**src/assert_macros.svh**
```systemverilog
// Assertion macros used by the top-level RTL file.
`ifndef ASSERT_MACROS_SVH
`define ASSERT_MACROS_SVH
`ifndef SYNTH
`define ASSERT_IMPL(lbl, clk, rst_n, prop, msg) \
    lbl: assert property (@(posedge clk) disable iff (!rst_n) prop) else $error(msg);
`define ASSERT_NEXT(lbl, clk, rst_n, pre, post, msg) \
    lbl: assert property (@(posedge clk) disable iff (!rst_n) pre |=> post) else $error(msg);
`else
`define ASSERT_IMPL(lbl, clk, rst_n, prop, msg)
`define ASSERT_NEXT(lbl, clk, rst_n, pre, post, msg)
`endif
`endif

```
**src/psd_pkg.sv**
```systemverilog
// Types and constants of the point to segment squared distance pipeline.
package psd_pkg;
    localparam int CoordBits = 24;
    localparam int TFracBits = 24;
    localparam int DiffBits  = CoordBits + 1;
    localparam int ProdBits  = 2 * DiffBits;
    localparam int Ab2Bits   = ProdBits + 1;
    localparam int DotBits   = ProdBits + 2;
    localparam int DBits     = DiffBits + 1;
    localparam int SqBits    = 2 * DBits - 1;
    localparam int SumBits   = SqBits + 2;
    localparam int DistBits  = 50;
    localparam int DivSteps  = TFracBits;

    localparam logic [1:0] RegDegen    = 2'd0;
    localparam logic [1:0] RegClampA   = 2'd1;
    localparam logic [1:0] RegClampB   = 2'd2;
    localparam logic [1:0] RegInterior = 2'd3;

    localparam logic [DistBits-1:0] DistMax = '1;
    localparam logic [DistBits-1:0] RadiusReset = DistBits'(5898);

    typedef logic signed [DiffBits-1:0] t_diff;

    typedef struct packed {
        t_diff [2:0]                     ap;
        t_diff [2:0]                     ab;
        t_diff [2:0]                     bp;
        logic        [2:0][ProdBits-1:0] ab_sq;
        logic signed [2:0][ProdBits-1:0] ap_ab;
        logic signed [DotBits-1:0]       dot;
        logic        [Ab2Bits-1:0]       ab2;
        logic        [Ab2Bits-1:0]       rem;
        logic        [TFracBits-1:0]     tq;
        logic        [1:0]               region;
    } t_item;

    typedef struct packed {
        logic [DistBits-1:0] dist_sq;
        logic                within_res;
        logic [1:0]          region;
    } t_result;
endpackage

```
**src/psd_div_cell.sv**
```systemverilog
// One restoring division step of the projection quotient.
module psd_div_cell (
    input  logic           i_clk,
    input  logic           i_rst_n,
    input  logic           i_valid,
    output logic           o_ready,
    input  psd_pkg::t_item i_item,
    output logic           o_valid,
    input  logic           i_ready,
    output psd_pkg::t_item o_item
);
    import psd_pkg::*;

    logic  r_v;
    t_item r_item, n_item;
    logic [Ab2Bits:0] rem2;

    assign o_ready = !r_v || i_ready;
    assign o_valid = r_v;
    assign o_item  = r_item;

    always_comb begin
        n_item = i_item;
        rem2 = {i_item.rem, 1'b0};
        if (rem2 >= {1'b0, i_item.ab2}) begin
            n_item.rem = Ab2Bits'(rem2 - {1'b0, i_item.ab2});
            n_item.tq  = {i_item.tq[TFracBits-2:0], 1'b1};
        end else begin
            n_item.rem = rem2[Ab2Bits-1:0];
            n_item.tq  = {i_item.tq[TFracBits-2:0], 1'b0};
        end
    end

    always_ff @(posedge i_clk) begin
        if (!i_rst_n) begin
            r_v <= 1'b0;
        end else if (o_ready) begin
            r_v <= i_valid;
        end
        if (o_ready) r_item <= n_item;
    end
endmodule

```
**config.mk**
```make
export PLATFORM = sky130hd
export DESIGN_NAME = psd_div_cell
export DESIGN_NICKNAME = d
export VERILOG_FILES = /design/src/assert_macros.svh /design/src/psd_pkg.sv /design/src/psd_div_cell.sv
export SDC_FILE = /design/constraint.sdc
export NUM_CORES = 1
export LEC_CHECK = 0
export BUFFER_PORTS_ARGS = -buffer_cell sky130_fd_sc_hd__buf_2
export CAP_MARGIN = 0
export CORE_AREA = 2 2 559 561
export DETAILED_ROUTE_END_ITERATION = 6
export DIE_AREA = 0 0 561 563
export PLACE_DENSITY = 0.31
export SYNTH_ARGS = -nofsm -noshare
export SYNTH_HDL_FRONTEND = slang
export SYNTH_SLANG_ARGS = --single-unit
```
**constraint.sdc**
```tcl
create_clock -name i_clk -period 21.6 [get_ports i_clk]
set_input_delay 2.16 -clock i_clk [delete_from_list [all_inputs] [get_ports i_clk]]
set_output_delay 2.16 -clock i_clk [all_outputs]
set_load 0.005 [all_outputs]
```
# Word-level counts from Yosys, hierarchy flattened
# Cells that the tools add are included.
# word_totals
out_inout_bits	707
reg_bits	706
in_bits	709
wordCells	27
# classes
n_reduce_logical	2
mux	1
addsub	1
magnitude_cmp	1
# op_table
operator	count
$mux W75	1
$ge A52 B51 Y1	1
$sub A51 B51 Y51	1
$logic_not A1 Y1	1
$logic_or A1 B1 Y1	1

# Longest topological paths before layout
# logic_depth
ltp_word	2
mapped_depth	14
depth_no_buf	12

# Worst setup path before layout
# No wires, ideal clock.
# synth_timing
kind	in2reg
start	in i_ready
end	reg r_v, in the netlist o_valid
path_stages	2
setup_slack_ps	449
required_ps	20754
arrival_ps	20305
path_buffers	0
setup_ps	846
cell_sequence	nand2b_1 a21boi_0
# synth_between
elab_chain_cells	1
# synth_lines
item	line_no	source
start, declared	psd_div_cell.sv:9	input logic i_ready,
$logic_or A1 B1 Y1	psd_div_cell.sv:18	assign o_ready = !r_v || i_ready;
end signal, assigned	psd_div_cell.sv:38	r_v <= i_valid;
end, declared	psd_div_cell.sv:14	logic r_v;
# No other way between the ends.
# A chain may end at the register's enable or synchronous reset.

# Final worst setup path
# layout_timing
start	in i_ready
end	reg r_item (netlist bit o_item[392]) (enable)
# layout_between
elab_chain_cells	1
# layout_lines
item	line_no	source
$logic_or A1 B1 Y1	psd_div_cell.sv:18	
end signal, assigned	psd_div_cell.sv:40	if (o_ready) r_item <= n_item;
end, declared	psd_div_cell.sv:15	t_item r_item, n_item;
# No other way between the ends.

==> results.ini <==
[status]
status=completed

[power]
switchingPower_uw=1050
power.internal_uw=2810
pwr-share-seq_pct=43.5
vdd_ir_drop_max_uv=62.0
clkPwrFrac_pct=44.7
switching_share_pct=27.1
cellPowerDensity_mw_per_mm2=94.7
leak_uw=0.0163
pwr-share-comb_pct=11.8

[global_route]
initial_antenna_violation_count=204
grt_max_degree=104
gr-total-overflow=0
grt_pass1_vias=19600
global_route.usage.total_pct=12.1
grt_first_pass_wirelength_um=241000

[clocking]
worst_setup_hold_path_clk_slew_ps=60
tritoncts=yes
cts_repair_resize_count=0
cts_root_buf=sky130_fd_sc_hd__clkbuf_16
cts.path.max_buffers=4
cts_setup_buffers=0
cts_buffers=101
cts.hold.buffers_added=0
cts.htree.levels=3
clock_sink_count=706
clock_latency_ps=830

[cells_and_area]
post-route-util_pct=13.1
finish.instance_area_mm2=0.0407
layout.nets=3604
layout_cells_sized_above_1_pct=54.4
area_growth_pct=62.7

[floorplanning]
die-width_um=561
start_util_pct=8.06
fp-row-count=205
die_height_um=563
floorplan.die_area_mm2=0.316
placeableCoreArea_mm2=0.310
io_pins=1416

[logic_synthesis]
synth.most_common_cell=sky130_fd_sc_hd__edfxtp_1
ys_top_cells_by_count=705 x sky130_fd_sc_hd__edfxtp_1, 93 x sky130_fd_sc_hd__nand2_1, 73 x sky130_fd_sc_hd__o21ai_0, 67 x sky130_fd_sc_hd__inv_1, 64 x sky130_fd_sc_hd__a21oi_1
synthCells=1340
synth-async-reset-ratio_pct=0
synth.top_cells.by_area=sky130_fd_sc_hd__edfxtp_1 85%, sky130_fd_sc_hd__ha_1 2.5%, sky130_fd_sc_hd__o21ai_0 1.5%
ys_dominant_reg_cell=sky130_fd_sc_hd__edfxtp_1
netlist-cell-type-count=50
netlist.top_cell.by_area=sky130_fd_sc_hd__edfxtp_1
mappedNetlistArea_mm2=0.0250
synth_nets=2101
synth-warning-count=0
synth.yosys.seq_area_share_pct=84.7
synth_top_cell_area_share_pct=84.6
synth_seq_cells=706
postSynthAreaPerCell_um2=18.7
synth-edff-count=705

[sta]
finalSetupViolations=0
slew_headroom_pct=33.2
grt_setup_unrepaired=false
finalHoldViolCount=0
post-route-period-util_pct=24.6
fmaxAchievable_ghz=0.188
tightest_slew_ps=1000
min_clock_period_post_route_ps=5320
finalSetupTns_ps=0
skew_ps=80.0
report.final.slew_viol_count=0

[worst_setup_path]
timing.critical_path.to_type=register
timing.critical_path.slowest_stage_cell=sky130_fd_sc_hd__buf_4
critPathLaunch=i_ready
critical_path_required_ps=22030
crit_path_start_kind=input pin
arrival_time_worst_endpoint_ps=5750
timing.critical_path.mode_cell=sky130_fd_sc_hd__buf_4
type_of_the_setup_path_with_the_least_slack=in2reg
ff2ff_path_depth=6
startpoint_of_the_worst_register_to_register_path=o_valid$_SDFFE_PN0P_
crit_chain=buf_2, nand2b_4, buf_4, buf_4, buf_12, buf_4, buf_4
maximum_cell_stage_delay_along_the_critical_path_ps=850
crit_path_max_fanout=103
rr_endpoint=o_item[392]$_DFFE_PP_
regToRegSetupSlack_ps=17390

[min_path]
hold_path_depth=2
hold_path_class=reg2reg
worstHoldEndpoint=o_item[387]$_DFFE_PP_
hold_path_startpoint=o_valid$_SDFFE_PN0P_

[route]
routed_wl_um=199000
drt-wirelength-per-cell_um=28.1
firstDrtPassIters=7
route.detailed.vias_per_inst=2.76
drc=0
detailedRoute.firstIterationViolations=1430
via_count=19600
drt.antenna.violating_nets=0

[flow_run]
maxCapViolCount=0

[placement]
dp.final_hpwl_um=172000
numPortBuffers=1414
placedInstanceArea_mm2=0.0373
finalWeightedCongestion=0.883

cell type report:
class | count | area [um^2]
multi-input cells | 537 | 3450
clock inverters | 73 | 724
inverters | 68 | 255
well taps | 4140 | 5180
repair buffers | 1429 | 7200
fillers | 35200 | 270000
clock buffers | 112 | 2610
diodes | 36 | 90.1
flip-flops and latches | 706 | 21200
cells by family after synthesis:
family	count (synthesis)	share of synthesized area, %
buffers and inverters	97	1.55
AOI/OAI and AO/OA	238	5.83
adders and majority gates	52	2.63
xor gates and xnor gates	45	1.57
DFF	706	84.7
and+or+nand+nor	200	3.64
muxes	2	0.0900
cells in the final DEF, fill, tap and decap left out, types with 12 or more instances in the layout:
| cell | count |
|---|---|
| sky130_fd_sc_hd__a21o_1 | 26 |
| sky130_fd_sc_hd__a21oi_1 | 64 |
| sky130_fd_sc_hd__buf_2 | 1414 |
| sky130_fd_sc_hd__buf_4 | 14 |
| sky130_fd_sc_hd__bufinv_16 | 12 |
| sky130_fd_sc_hd__clkbuf_16 | 103 |
| sky130_fd_sc_hd__clkinv_1 | 21 |
| sky130_fd_sc_hd__clkinv_2 | 22 |
| sky130_fd_sc_hd__diode_2 | 36 |
| sky130_fd_sc_hd__edfxtp_1 | 705 |
| sky130_fd_sc_hd__ha_1 | 51 |
| sky130_fd_sc_hd__inv_1 | 67 |
| sky130_fd_sc_hd__nand2_1 | 93 |
| sky130_fd_sc_hd__nand4_1 | 18 |
| sky130_fd_sc_hd__nor2_1 | 35 |
| sky130_fd_sc_hd__nor3_1 | 14 |
| sky130_fd_sc_hd__o21ai_0 | 73 |
| sky130_fd_sc_hd__o21bai_1 | 14 |
| sky130_fd_sc_hd__xnor2_1 | 26 |
| sky130_fd_sc_hd__xor2_1 | 19 |
routing by layer:
layer / track usage (%) / share of wire [%] / vias up
met1: 12.7 / 35 / 9481
met2: 20.0 / 47 / 1364
met3: 7.26 / 14 / 421
met5: 0 / 0.23 / -
li1: - / - / 8228
met4: 3.72 / 3.7 / 70
per-stage QoR:
step / total power, uW / std cells / worst slack [ps] / hold slack (ps)
floorplan: 1860 / 1340 / 449 / 2260
global route: 4030 / 7074 / 15950 / 1090
detailed placement: 2180 / 6880 / 15200 / 987
finish: 3850 / 7101 / 16280 / 1010
global placement: 2180 / 6880 / 15280 / 986
CTS: 3960 / 7065 / 16100 / 1070
flip-flops by register name, summed over array words and instances (netlist names):
register,count
o_item,705
o_valid,1
power by group through the flow:
stage                     logic [uW]  clock network, uW  registers, uW
after floorplan                  109                  0           1750
after CTS                        477               1800           1680
after global routing             499               1840           1690
after global placement           479                  0           1700
after detailed placement         475                  0           1700
final                            456               1720           1670
critical path, delay by kind of cell:
| family | cells | cell delay (ps) |
|---|---|---|
| buf+inv | 6 | 3240 |
| simple gates | 1 | 130 |
worst max path at each step:
stage                             to  slack (ps)
3_3_place_gp   o_item[607]$_DFFE_PP_       15280
6_report       o_item[392]$_DFFE_PP_       16280
2_1_floorplan   o_valid$_SDFFE_PN0P_         450
5_1_grt        o_item[566]$_DFFE_PP_       15950
4_1_cts         o_item[51]$_DFFE_PP_       16100
3_5_place_dp   o_item[607]$_DFFE_PP_       15200
(Power assumes the default switching activity.)
